--- src/rtl/kmd_pkg.sv ---
package kmd_pkg;

  // Fixed field widths of the row sample and of the result beat
  localparam int ROW_W  = 3;
  localparam int COL_W  = 8;
  localparam int TICK_W = 32;
  localparam int KEY_W  = 6;
  localparam int DEB_W  = 16;

  // Debounce time after reset
  localparam logic [DEB_W-1:0] DEB_RESET = 16'd5;

  // Outcome of evaluating one row sample
  typedef struct packed {
    logic             in_range;
    logic [COL_W-1:0] flips;
    logic [COL_W-1:0] rels;
    logic [KEY_W-1:0] base_key;
    logic [COL_W-1:0] row_debounced;
    logic [COL_W-1:0] active_columns;
  } kmd_row_res_t;

endpackage

--- src/rtl/kmd_row_eval.sv ---
module kmd_row_eval
  import kmd_pkg::*;
#(
  parameter int ROWS    = 8,
  parameter int COLUMNS = 8,
  parameter int NC      = 8
) (
  input  logic [ROW_W-1:0]           row_index,
  input  logic [COL_W-1:0]           column_bits,
  input  logic [TICK_W-1:0]          now_tick,
  input  logic [DEB_W-1:0]           debounce_time,
  input  logic [COL_W-1:0]           old_row,
  input  logic [NC-1:0][TICK_W-1:0]  press_time,
  input  logic [NC-1:0][TICK_W-1:0]  release_time,
  input  logic [COL_W-1:0]           active_acc,
  output kmd_row_res_t               res
);

  localparam logic [COL_W-1:0] COL_KEEP =
    (COLUMNS >= COL_W) ? {COL_W{1'b1}} : COL_W'((1 << COLUMNS) - 1);

  logic [COL_W-1:0]          cols;
  logic [COL_W-1:0]          diff;
  logic [COL_W-1:0]          flips;
  logic [COL_W-1:0]          rels;
  logic [COL_W-1:0]          new_row;
  logic [COL_W-1:0]          acc_base;
  logic [NC-1:0][TICK_W-1:0] since_press;
  logic [NC-1:0][TICK_W-1:0] since_rel;
  logic [TICK_W-1:0]         limit;
  logic [ROW_W+5:0]          base_full;
  logic                      in_range;

  assign in_range  = ({{(32-ROW_W){1'b0}}, row_index} < 32'(ROWS));
  assign cols      = column_bits & COL_KEEP;
  assign diff      = cols ^ old_row;
  assign limit     = {{(TICK_W-DEB_W){1'b0}}, debounce_time};
  assign base_full = (ROW_W+6)'(row_index) * (ROW_W+6)'(COLUMNS);
  assign acc_base  = (row_index == '0) ? '0 : active_acc;

  // Check each differing column against the time of its opposite transition
  always_comb begin
    flips = '0;
    rels  = '0;
    for (int c = 0; c < NC; c++) begin
      since_press[c] = now_tick - press_time[c];
      since_rel[c]   = now_tick - release_time[c];
      if (diff[c]) begin
        if (cols[c]) begin
          flips[c] = (since_rel[c] > limit);
        end else begin
          flips[c] = (since_press[c] > limit);
          rels[c]  = (since_press[c] > limit);
        end
      end
    end
  end

  assign new_row = old_row ^ flips;

  // Out-of-range rows change nothing and report an empty beat
  always_comb begin
    res.in_range = in_range;
    res.base_key = base_full[KEY_W-1:0];
    if (in_range) begin
      res.flips          = flips;
      res.rels           = rels;
      res.row_debounced  = new_row;
      res.active_columns = acc_base | cols | new_row;
    end else begin
      res.flips          = '0;
      res.rels           = '0;
      res.row_debounced  = '0;
      res.active_columns = active_acc;
    end
  end

endmodule

--- config.mk ---
export PLATFORM = sky130hd
export DESIGN_NAME = kmd_row_eval
export DESIGN_NICKNAME = d
export VERILOG_FILES = /design/src/rtl/kmd_pkg.sv /design/src/rtl/kmd_row_eval.sv
export SDC_FILE = /design/constraint.sdc
export NUM_CORES = 2
export LEC_CHECK = 0
export ABC_AREA = 1
export BUFFER_PORTS_ARGS = -buffer_cell sky130_fd_sc_hd__buf_2
export CORE_UTILIZATION = 47
export DETAILED_ROUTE_END_ITERATION = 7
export PLACE_DENSITY_LB_ADDON = 0.25
export SYNTH_ARGS = -nofsm -noshare
export SYNTH_HDL_FRONTEND = slang
export SYNTH_SLANG_ARGS = --single-unit
--- constraint.sdc ---
create_clock -name vclk -period 3.7
set_input_delay 0.37 -clock vclk [all_inputs]
set_output_delay 0.37 -clock vclk [all_outputs]
set_load 0.05 [all_outputs]
* Word-level counts from Yosys, hierarchy flattened *
Cells that the tools add are included.

word-level totals
  register bits after elaboration = 0
  bits of input ports = 587
  output and inout bits = 39
  logic and storage cells = 70

operators by class
  $add $sub $neg = 16
  $lt $le $gt $ge = 16
  multiplexer cells = 33
  bitwise gates (word level) = 4
  reduce and logical (&&, ||, !) cells = 1

operators by type and width
  cell                                             number
  32-bit by 16-bit > comparator with 1-bit output  16
  32-bit subtractor                                16
  1-bit two-way mux                                32
  8-bit OR                                         2
  8-bit bitwise XOR                                2
  8-bit two-way mux                                1
  3-bit zero test                                  1

* Depth between registers and ports, before layout *
  depth in word-level cells = 6
  depth in mapped cells = 27
  depth with buffers taken out = 27

* Worst setup path after synthesis *
OpenSTA, ideal clock, no wires.

  kind = in2out
  start = input now_tick[1]
  end = output res[15] (netlist bit)
  arrival = 3.491 ns
  data required time = 3.330 ns
  slack = -0.161 ns
  cell stages on the path = 19
  path buffers = 0
  path through = inv_1 -> fa_1 -> nand3b_1 -> nand2_1 -> a21oi_2 -> o21ai_1 -> xor2_1 -> ha_1 -> nand2_1 -> nor4_1 -> nand3_1 -> nand2_1 -> nand3_1 -> nor2_1 -> nand2_1 -> nor2_1 -> nand2_1 -> nand2_1 -> nand2_1

RTL lines
  item         line                source
  from (decl)  kmd_row_eval.sv:10  input logic [TICK_W-1:0] now_tick,
  to (decl)    kmd_row_eval.sv:16  output kmd_row_res_t res

==> out/results.tsv <==
stage	metric	value	unit
logic_synthesis	synthTopCellsByArea	nand2_1 (26%), ha_1 (22%), inv_1 (16%)	
layout	fillers	9162	
floorplanning	io_pins	626	
setup_path	worstSetupPathDepth	32	
min_path	hold_path_depth	2	
placed_design	dp_hpwl	167	mm
logic_synthesis	synth.top_cell.area_share	26.2	%
drt	drt-initial-drc-count	4792	
sta	period_needed	4.20	ns
status	outcome	complete, but fails checks	
sta	maxSlewViolCount	0	
logic_synthesis	yosys.area_share.simple	43.4	%
drt	viasPerCell	5.22	
layout	drive_gt1_share	21.2	%
floorplanning	core_area	90100	um^2
sta	setup_violations	32	
sta	period_share	113	%
logic_synthesis	syn_area	42800	um^2
layout	syn2layout_area_growth	34.9	%
layout	fin_util	64.0	%
grt	grt_pass1_wl	294	mm
setup_path	critPathLaunchType	input port	
setup_path	cpMaxStageDelayCell	fa_2	
sta	rsz0062_at_grt	yes	
logic_synthesis	synthCells	8465	
layout	multi_input_area	37300	um^2
logic_synthesis	synth_cell_type_count	42	
placed_design	place_ws	-0.810	ns
placed_design	io_buffers	622	
power	p_total	10.7	mW
setup_path	arrival	3.83	ns
drt	firstDrtPassIters	6	
power	ir_drop	0.000142	V
setup_path	crit_path_max_incr_delay	0.36	ns
logic_synthesis	synth_mux_area_share	0	%
setup_path	setup.worst_path.class	input port to output port	
floorplanning	start_util	47.4	%
grt	grt_max_degree	17	
status	violations	setup timing	
placed_design	placed_area	55200	um^2
grt	grt_overflow_total	0	
setup_path	worstPathMaxFanout	6	
setup_path	crit_required	3.33	ns
logic_synthesis	synth_seq_area_share	0	%
power	pwr_density_cell	186	nW/um^2
power	power.leakage	36.5	nW
min_path	min_path_type	input port to output port	
drt	ant_nets	0	
layout	design.seq.count	0	
sta	fmax	238	MHz
logic_synthesis	synth_compound_area_share	12.4	%
logic_synthesis	synth_xor_area_share	5.00	%
layout	clock_buffer_count	0	
floorplanning	std_cell_rows	110	
drt	route.detailed.wl_per_inst	17.5	um
logic_synthesis	synth_top_cell_by_area	nand2_1	
logic_synthesis	synth_top_family_by_area	simple AND/OR/NAND/NOR gates	
drt	vias	59100	
grt	grt_pass1_vias	54600	
placed_design	gp_congestion	1.03	
layout	nets	11500	
sta	setup_ws	-0.497	ns
drt	routed_wl	198	mm
setup_path	crit_family	simple AND/OR/NAND/NOR gates	
floorplanning	die-area	92200	um^2
drt	drc	0	
sta	hold_viol_final	0	
layout	register_area	0	um^2
grt	antenna_found_initial	37	
logic_synthesis	avgSynthCellArea	5.05	um^2
grt	grt_usage	40.6	%
setup_path	path_common_cell	nand2_2	
sta	tightest_slew	0.943	ns
sta	slew_headroom	37.1	%
sta	hold_ws	1.04	ns
floorplanning	die_h	304	um
clocking	postCtsHoldBufs	0	
setup_path	worstSetupEndpointType	output port	
logic_synthesis	synth_fa_ha_area_share	22.7	%
logic_synthesis	yosysWarnings	0	
floorplanning	die_x	304	um
setup_path	cp_num_buf_inv	8	
run	drv_cap	0	
layout	stdcell_area	57700	um^2
## worst paths after layout
kind | startpoint | endpoint | slack [ns]
worst max-delay path | now_tick[0] | res[0] | -0.50
worst min-delay path | row_index[1] | res[20] | 1.04
## cells in the mapped netlist (all sizes together)
cell and instances:
nand2 3052, inv 1848, nor2 876, ha 752, a21oi 628, nand3 444
o21ai 269, xor2 218, nor3 88, nand4 53, o21bai 45, nand3b 39
xnor2 26, o21a 19, a21o 18, a31oi 17, fa 16, nor4 16
and2 15, buf 11, a21boi 4, and3 4, conb 2, nand2b 1
nor3b 1, o211ai 1, or2 1, or3 1
## cells by family after synthesis
family                   after synthesis
XOR/XNOR                             244
buffers and inverters               1859
AO/OA/AOI/OAI                       1001
other                                  2
AND/OR/NAND/NOR                     4591
adder cells (fa/ha/maj)              768
## layout by cell type (no fill, tap or decap), drive strengths merged, types with 15 or more instances in the layout
master | synthesis | final
nand2 | 3052 | 3052
inv | 1848 | 1840
buf | 11 | 1648
nor2 | 876 | 876
ha | 752 | 752
a21oi | 628 | 628
nand3 | 444 | 444
o21ai | 269 | 269
xor2 | 218 | 218
nor3 | 88 | 88
nand4 | 53 | 53
o21bai | 45 | 45
nand3b | 39 | 39
diode | 0 | 28
xnor2 | 26 | 26
o21a | 19 | 19
a21o | 18 | 18
a31oi | 17 | 17
fa | 16 | 16
nor4 | 16 | 16
and2 | 15 | 15
## report_power, final
part / leakage (nW) / switching [mW] / total (mW) / internal (mW)
Combinational: 36.5 / 6.27 / 10.7 / 4.46
Clock: 0.000182 / 0 / 0.000000681 / 0.000000681
Sequential: 0 / 0 / 0 / 0
## layout make-up
| type | count | area share, % |
|---|---|---|
| Inverter | 1848 | 12.0 |
| Antenna cell | 28 | 0.121 |
| Multi-Input combinational cell | 6608 | 64.7 |
| Tap cell | 1176 | 2.55 |
| Timing Repair Buffer | 1649 | 20.6 |
## through the flow
stage | setup TNS, ns | cells
after floorplan | -1.03 | 8467
after global placement | -20.48 | 11200
after detailed placement | -23.23 | 11200
after CTS | -10.31 | 11300
after global routing | -17.68 | 11300
final | -11.21 | 11300
## layer usage
metal  vias up  part of all wire [%]  global-route usage, %
met2      2495                    43                   66.0
met5         -                 0.072                      0
met3       524                   9.3                   4.83
li1      29600                     -                      -
met4        20                   6.6                   23.3
met1     26400                    41                   51.8
## timing repair
item,CTS,global route
cloned,0,1
endpoints found under the hold margin,0,0
pin swaps,161,217
gates resized for setup,302,194
buffers inserted,46,19
setup endpoints to repair,32,32
Note: power is estimated with default switching activity, not from simulation.
