[src/rtl/kmd_pkg.sv]
package kmd_pkg;

  // Fixed field widths of the row sample and of the result beat
  localparam int ROW_W  = 3;
  localparam int COL_W  = 8;
  localparam int TICK_W = 32;
  localparam int KEY_W  = 6;
  localparam int DEB_W  = 16;

  // Debounce time after reset
  localparam logic [DEB_W-1:0] DEB_RESET = 16'd5;

  // Outcome of evaluating one row sample
  typedef struct packed {
    logic             in_range;
    logic [COL_W-1:0] flips;
    logic [COL_W-1:0] rels;
    logic [KEY_W-1:0] base_key;
    logic [COL_W-1:0] row_debounced;
    logic [COL_W-1:0] active_columns;
  } kmd_row_res_t;

endpackage

[src/rtl/kmd_event_out.sv]
module kmd_event_out
  import kmd_pkg::*;
(
  input  logic             clk,
  input  logic             rst_n,
  input  logic             load,
  input  kmd_row_res_t     res,
  output logic             can_load,
  output logic             out_valid,
  input  logic             out_ready,
  output logic             out_event_valid,
  output logic [KEY_W-1:0] out_key_number,
  output logic             out_released,
  output logic [COL_W-1:0] out_row_debounced,
  output logic [COL_W-1:0] out_active_columns,
  output logic             out_last_of_row
);

  logic             valid_r;
  logic [COL_W-1:0] pend_r;
  logic [COL_W-1:0] rels_r;
  logic [KEY_W-1:0] base_r;
  logic [COL_W-1:0] row_r;
  logic [COL_W-1:0] act_r;
  logic [COL_W-1:0] low_bit;
  logic [2:0]       low_idx;
  logic             last;

  // Pick the lowest pending column
  assign low_bit = pend_r & (~pend_r + COL_W'(1));
  always_comb begin
    low_idx = '0;
    for (int c = COL_W - 1; c >= 0; c--) begin
      if (pend_r[c]) low_idx = 3'(c);
    end
  end

  assign last     = ((pend_r & ~low_bit) == '0);
  assign can_load = !valid_r || (out_ready && last);

  // Hold the row's events and step through them one beat at a time
  always_ff @(posedge clk) begin
    if (!rst_n) begin
      valid_r <= 1'b0;
    end else if (load) begin
      valid_r <= 1'b1;
    end else if (out_ready && valid_r && last) begin
      valid_r <= 1'b0;
    end
  end

  always_ff @(posedge clk) begin
    if (load) begin
      pend_r <= res.flips;
      rels_r <= res.rels;
      base_r <= res.base_key;
      row_r  <= res.row_debounced;
      act_r  <= res.active_columns;
    end else if (out_ready && valid_r) begin
      pend_r <= pend_r & ~low_bit;
    end
  end

  assign out_valid          = valid_r;
  assign out_event_valid    = (pend_r != '0);
  assign out_key_number     = out_event_valid ? base_r + KEY_W'(low_idx) : '0;
  assign out_released       = out_event_valid && rels_r[low_idx];
  assign out_row_debounced  = row_r;
  assign out_active_columns = act_r;
  assign out_last_of_row    = last;

endmodule
[config.mk]
export PLATFORM = sky130hd
export DESIGN_NAME = kmd_event_out
export DESIGN_NICKNAME = d
export VERILOG_FILES = /design/src/rtl/kmd_pkg.sv /design/src/rtl/kmd_event_out.sv
export SDC_FILE = /design/constraint.sdc
export NUM_CORES = 1
export LEC_CHECK = 0
export BUFFER_PORTS_ARGS = -buffer_cell sky130_fd_sc_hd__buf_2
export CAP_MARGIN = 5
export CORE_MARGIN = 2
export CORE_UTILIZATION = 50
export CTS_CLUSTER_DIAMETER = 40
export DETAILED_ROUTE_END_ITERATION = 7
export GPL_TIMING_DRIVEN = 0
export PLACE_DENSITY = 0.91
export SLEW_MARGIN = 20
export SYNTH_ARGS = -nofsm -noshare
export SYNTH_HDL_FRONTEND = slang
export SYNTH_SLANG_ARGS = --single-unit
[constraint.sdc]
create_clock -name clk -period 6.8 [get_ports clk]
set_input_delay 1.36 -clock clk [delete_from_list [all_inputs] [get_ports clk]]
set_output_delay 1.36 -clock clk [all_outputs]
set_load 0.02 [all_outputs]
---- Yosys cells after proc, flatten, opt, wreduce, memory -nomap -nowiden ----
Cells that the tools add are included.
storage, ports and cells
  register bits ........................... 39
  bits of input ports ..................... 43
  output and inout port bits .............. 27
  logic and storage cells ................. 38
cells by class
  $add $sub $neg .......................... 2
  order comparisons ....................... 1
  mux-type cells .......................... 15
  bitwise logic cells ..................... 4
  reductions and logical operators ........ 10
operators with widths
  kind                                                                   number
  3-bit two-way mux                                                      8
  8-bit bitwise AND                                                      2
  8-bit two-way mux                                                      2
  8-bit inverter                                                         2
  8-bit by 1-bit adder with 8-bit output (second input constant)         1
  8-bit logical NOT                                                      1
  8-bit nonzero test                                                     1
  6-bit by 3-bit adder with 6-bit output                                 1
  6-bit two-way mux                                                      1
  1-bit logical AND                                                      4
  3-bit by 4-bit < comparator with 1-bit output (second input constant)  1
  2-bit nonzero test                                                     2
  1-bit binary-select mux with 3-bit select                              1
  1-bit two-way mux                                                      3
  1-bit logical NOT                                                      1
  1-bit logical OR                                                       1

---- Logic depth before layout (Yosys ltp) ----
  depth in word-level cells ............... 11
  gate-level depth with buffers ........... 10
  depth with buffers taken out ............ 10

---- Worst setup path before layout ----
Ideal clock, no wire load.
  path type ............................... reg-to-output
  start point ............................. reg pend_r[2]
  end point ............................... out out_key_number[5]
  data arrival time ....................... 2477 ps
  data required time ...................... 5440 ps
  path slack .............................. 2963 ps
  cell stages (with the launch flop) ...... 8
  path buffers ............................ 0
  path through ............................ edfxtp_1 -> or2_2 -> o21a_1 -> ha_1 -> a21o_1 -> maj3_1 -> and3_1 -> o21ai_0
between the ends
  word-level cells in the longest chain between the ends .. 5
  elaborated cells on any way between the ends .. 6
  those cells by class .................... 1 x add/sub; 4 x mux; 1 x reduce/logical
ends and longest elaborated chain
  what                                    line                 source
  from (decl)                             kmd_event_out.sv:20  logic [COL_W-1:0] pend_r;
  from (signal assigned)                  kmd_event_out.sv:54  pend_r <= res.flips;
  from (signal assigned)                  kmd_event_out.sv:60  pend_r <= pend_r & ~low_bit;
  3-bit two-way mux (3 in a row)          kmd_event_out.sv:34  if (pend_r[c]) low_idx = 3'(c);
  6-bit by 3-bit adder with 6-bit output  kmd_event_out.sv:66  assign out_key_number = out_event_valid ? base_r + KEY_W'(low_idx) : '0;
  6-bit two-way mux (*)                   kmd_event_out.sv:66
  to (decl)                               kmd_event_out.sv:12  output logic [KEY_W-1:0] out_key_number,
Every way passes the cells marked *; elsewhere a longest branch is shown, timed or not.

---- Worst setup path after layout ----
Same ends and word-level chain as after synthesis.

==> flow_summary_export.csv <==
group,metric,value,unit
setup_path,ff2ff_setup_slack,4.83,ns
logic_synthesis,netlist_top_cells_area,"edfxtp_1 (66%), nand2_1 (3.9%), o21ai_0 (3.5%), maj3_1 (1.7%), nor2_1 (1.7%)",
setup_path,reg2regPathDepth,6,
placed_design,io_buffer_count,68,
grt,first_global_vias,1291,
die,core-area,3340,um^2
sta,max-slew-margin-rel,51.6,%
setup_path,cp.required,5.44,ns
setup_path,worst_r2r_startpoint,"pend_r[1]",
logic_synthesis,async_s_r_ff_share_synth,0,%
finish,final_cell_area,2190,um^2
cts,numCtsBuffers,5,
setup_path,cp_buf_inv_count,1,
logic_synthesis,synth_compound_area_share,10.4,%
logic_synthesis,synth_edf_count,38,
cts,clkTransAtPathRegs,0.12,ns
cts,ctsLongestPathBuffers,2,
sta,timing_max_transition_violations_final,0,
logic_synthesis,post_synth_simple_gate_area,12.4,%
sta,report.final.setup_viol,0,
worst_hold_path,holdCritPathClass,"flop to flop",
power,seq_power_share,56.8,%
setup_path,setup.worst_path.class,"flop to output pin",
cts,cts-htree-levels,2,
detailed_routing,detailedRoute.firstPassIterationCount,4,
cts,cts.sinks,39,
logic_synthesis,synth_top_flop_cell,"edfxtp_1",
cts,postCtsResizedCells,0,
sta,worstMarginPinSlew,0.727,ns
logic_synthesis,post_synth_num_cell_types,36,
power,switchingPower,0.152,mW
logic_synthesis,syn_area_per_cell,13.1,um^2
power,sw_frac_of_total,29.1,%
cts,tritoncts,"done",
die,ios,70,
detailed_routing,detail_route.wirelength,3340,um
die,num_rows,21,
finish,multi_input_logic_area,519,um^2
logic_synthesis,synth_seq_cells,39,
setup_path,max_stage_delay,0.51,ns
detailed_routing,drt-vias-per-instance,4.95,
logic_synthesis,synthesis.yosys.warnings,0,
finish,area_growth_syn_to_layout,26.5,%
logic_synthesis,synth_top_family_by_area,"simple AND/OR/NAND/NOR gates",
power,clkPwrFrac,23.0,%
logic_synthesis,yosys.area.top_type_share,65.9,%
die,die_h,62.8,um
detailed_routing,antenna_left,0,
cts,cts-hold-fix-buffers,0,
grt,initial_antenna_violation_count,0,
setup_path,worstPathMaxFanout,8,
sta,period_share,61.9,%
grt,wire_length_of_the_first_global_routing_pass,5460,um
logic_synthesis,syn_nets,178,
sta,timing.final.hold_violations,0,
finish,antennaDiodeCount,0,
setup_path,timing.rr.end,"out_valid",
die,start_util,51.9,%
sta,period_needed,4.21,ns
detailed_routing,detail_route.drc_violations,0,
detailed_routing,drtIter0Drc,42,
setup_path,critical_path.endpoint_type,"output pin",
detailed_routing,post_drt_wl_per_cell,13.1,um
setup_path,startpoint_type,"flop",
grt,gr-usage-all-layers,18.6,%
power,power.internal,0.371,mW
power,power.density,239,nW/um^2
worst_hold_path,worst_hold_startpoint,"out_valid",
logic_synthesis,synthMuxAreaShare,1.30,%
logic_synthesis,mappedNetlistArea,1730,um^2
finish,fin_nets,253,
sta,clock.fmax,238,MHz
finish,fillCellCount,268,
sta,grt_setup_unrepaired,"false",
die,die-area,3950,um^2
worst_hold_path,min_to,"out_valid",
placed_design,dpl_cell_area,2130,um^2
logic_synthesis,syn-instance-count,132,
power,comb_pwr_share,20.2,%
die,floorplan.die.width,62.8,um
grt,grt_max_degree,38,
logic_synthesis,synthesized_area_fraction_occupied_by_xor_and_xnor_cells,1.52,%
detailed_routing,routed-via-count,1258,
finish,final_layout_size_suffix_gt1_share,40.4,%
logic_synthesis,synthAdderAreaFrac,4.34,%
placed_design,detailed_place_hpwl,2470,um
flow_run,max_cap_violations,0,
cts,clock_insertion_delay_worst_skew,0.35,ns
sta,skew,0.00629,ns
placed_design,gp_congestion,0.772,
worst_hold_path,min_delay_path_depth,2,
cts,post-cts-setup-buffers,0,
finish,seq_area,1160,um^2
power,peakVddDrop,0.210,mV
setup_path,cpLargestDelayFamily,"adder cells",
setup_path,crit_chain,"or2_2 > o21a_1 > ha_1 > a21o_1 > maj3_1 > and3_1 > o21ai_0 > buf_2",
cts,cts.root.buffer_cell,"clkbuf_4",
logic_synthesis,yosysSeqAreaShare,67.1,%
grt,grt_overflow_total,0,
setup_path,crit_path_dat,2.85,ns
logic_synthesis,netlist.top_cell.by_area,"edfxtp_1",
setup_path,critPathSlowestCell,"edfxtp_1",
sta,setup_tns_final,0,ns
power,total_leakage_power,0.940,nW
outcome,status,"completed",
-- per-stage QoR --
step                      total power [mW]  util, %  setup slack [ns]  hold slack [ns]  instances
final                                0.524     65.6              2.59            0.593        254
after global routing                 0.549     65.6              2.40            0.654        254
after CTS                            0.527     65.6              2.57            0.598        254
after detailed placement             0.409     63.8              3.01            0.582        246
after global placement               0.404     63.8              3.04            0.556        246
after floorplan                      0.367        -              2.96            0.625        132
-- cells by family (layout without fill, tap and decap cells) --
group / count (synthesis) / after routing
mux: 1 / 1
fa+ha+maj: 6 / 6
flops: 39 / 39
buf+inv: 11 / 87
xor+xnor: 3 / 3
simple gates: 44 / 44
compound gates: 28 / 28
-- cells in the mapped netlist, drive strengths merged, types with 2 or more instances --
library cell,count
nand3,3
nor3,2
o21ai,12
or3,2
maj3,3
a21o,3
nor2,8
clkbuf,2
a211o,2
nand2,18
a21oi,4
ha,2
edfxtp,38
and3,3
inv,7
nor2b,2
buf,2
and2,2
xnor2,3
-- power by group through the flow --
stage / Combinational (mW) / Sequential, mW / Clock, mW
final: 0.106 / 0.298 / 0.121
after global routing: 0.117 / 0.300 / 0.132
after CTS: 0.107 / 0.298 / 0.123
after detailed placement: 0.106 / 0.303 / 0
after global placement: 0.103 / 0.301 / 0
after floorplan: 0.0558 / 0.311 / 0
-- worst min-delay path, stage by stage, from the launching register on --
cell and delay, ns:
dfxtp_1 0.35, o21ai_0 0.17, a31oi_1 0.04
-- routing by layer --
| metal | routed length (um) | global-route usage (%) |
|---|---|---|
| met5 | 0 | 0 |
| met1 | 1260 | 18.1 |
| met4 | 75 | 9.17 |
| met2 | 1670 | 33.1 |
| met3 | 332 | 8.29 |
-- worst max path at each step --
stage / startpoint / slack [ns] / to / depth (start not counted)
floorplan: pend_r[2] / 2.96 / out_key_number[5] / 7
global placement: pend_r[2] / 3.04 / out_key_number[5] / 8
detailed placement: pend_r[2] / 3.01 / out_key_number[5] / 8
CTS: pend_r[2] / 2.57 / out_key_number[5] / 8
global route: pend_r[2] / 2.40 / out_key_number[5] / 8
finish: pend_r[2] / 2.59 / out_key_number[5] / 8
-- final cells by class --
cell class,count,share of cell area [%]
Sequential cell,39,53.0
Multi-Input combinational cell,82,23.7
Timing Repair Buffer,68,15.5
Tap cell,46,2.63
Clock buffer,5,1.71
Inverter,7,1.20
Clock inverter,3,1.09
Buffer,4,1.09
-- sequential cells by signal, indices dropped and copies added (netlist names) --
| register | count |
|---|---|
| rels_r | 8 |
| pend_r | 8 |
| out_valid | 1 |
| out_row_debounced | 8 |
| out_active_columns | 8 |
| base_r | 6 |
-- layout by cell type (no fill, tap or decap), types with 2 or more instances in the layout --
cell        count
nor2_1          8
a21o_1          3
buf_2          69
and3_1          3
nand3_1         3
nor3_1          2
clkbuf_4        5
nor2b_1         2
edfxtp_1       38
nand2_1        18
inv_1           7
clkbuf_1        2
xnor2_1         3
or3_4           2
clkinvlp_4      2
o21ai_0        12
a21oi_1         3
ha_1            2
and2_1          2
maj3_1          3
No activity file was read; power rests on OpenSTA's default activity.
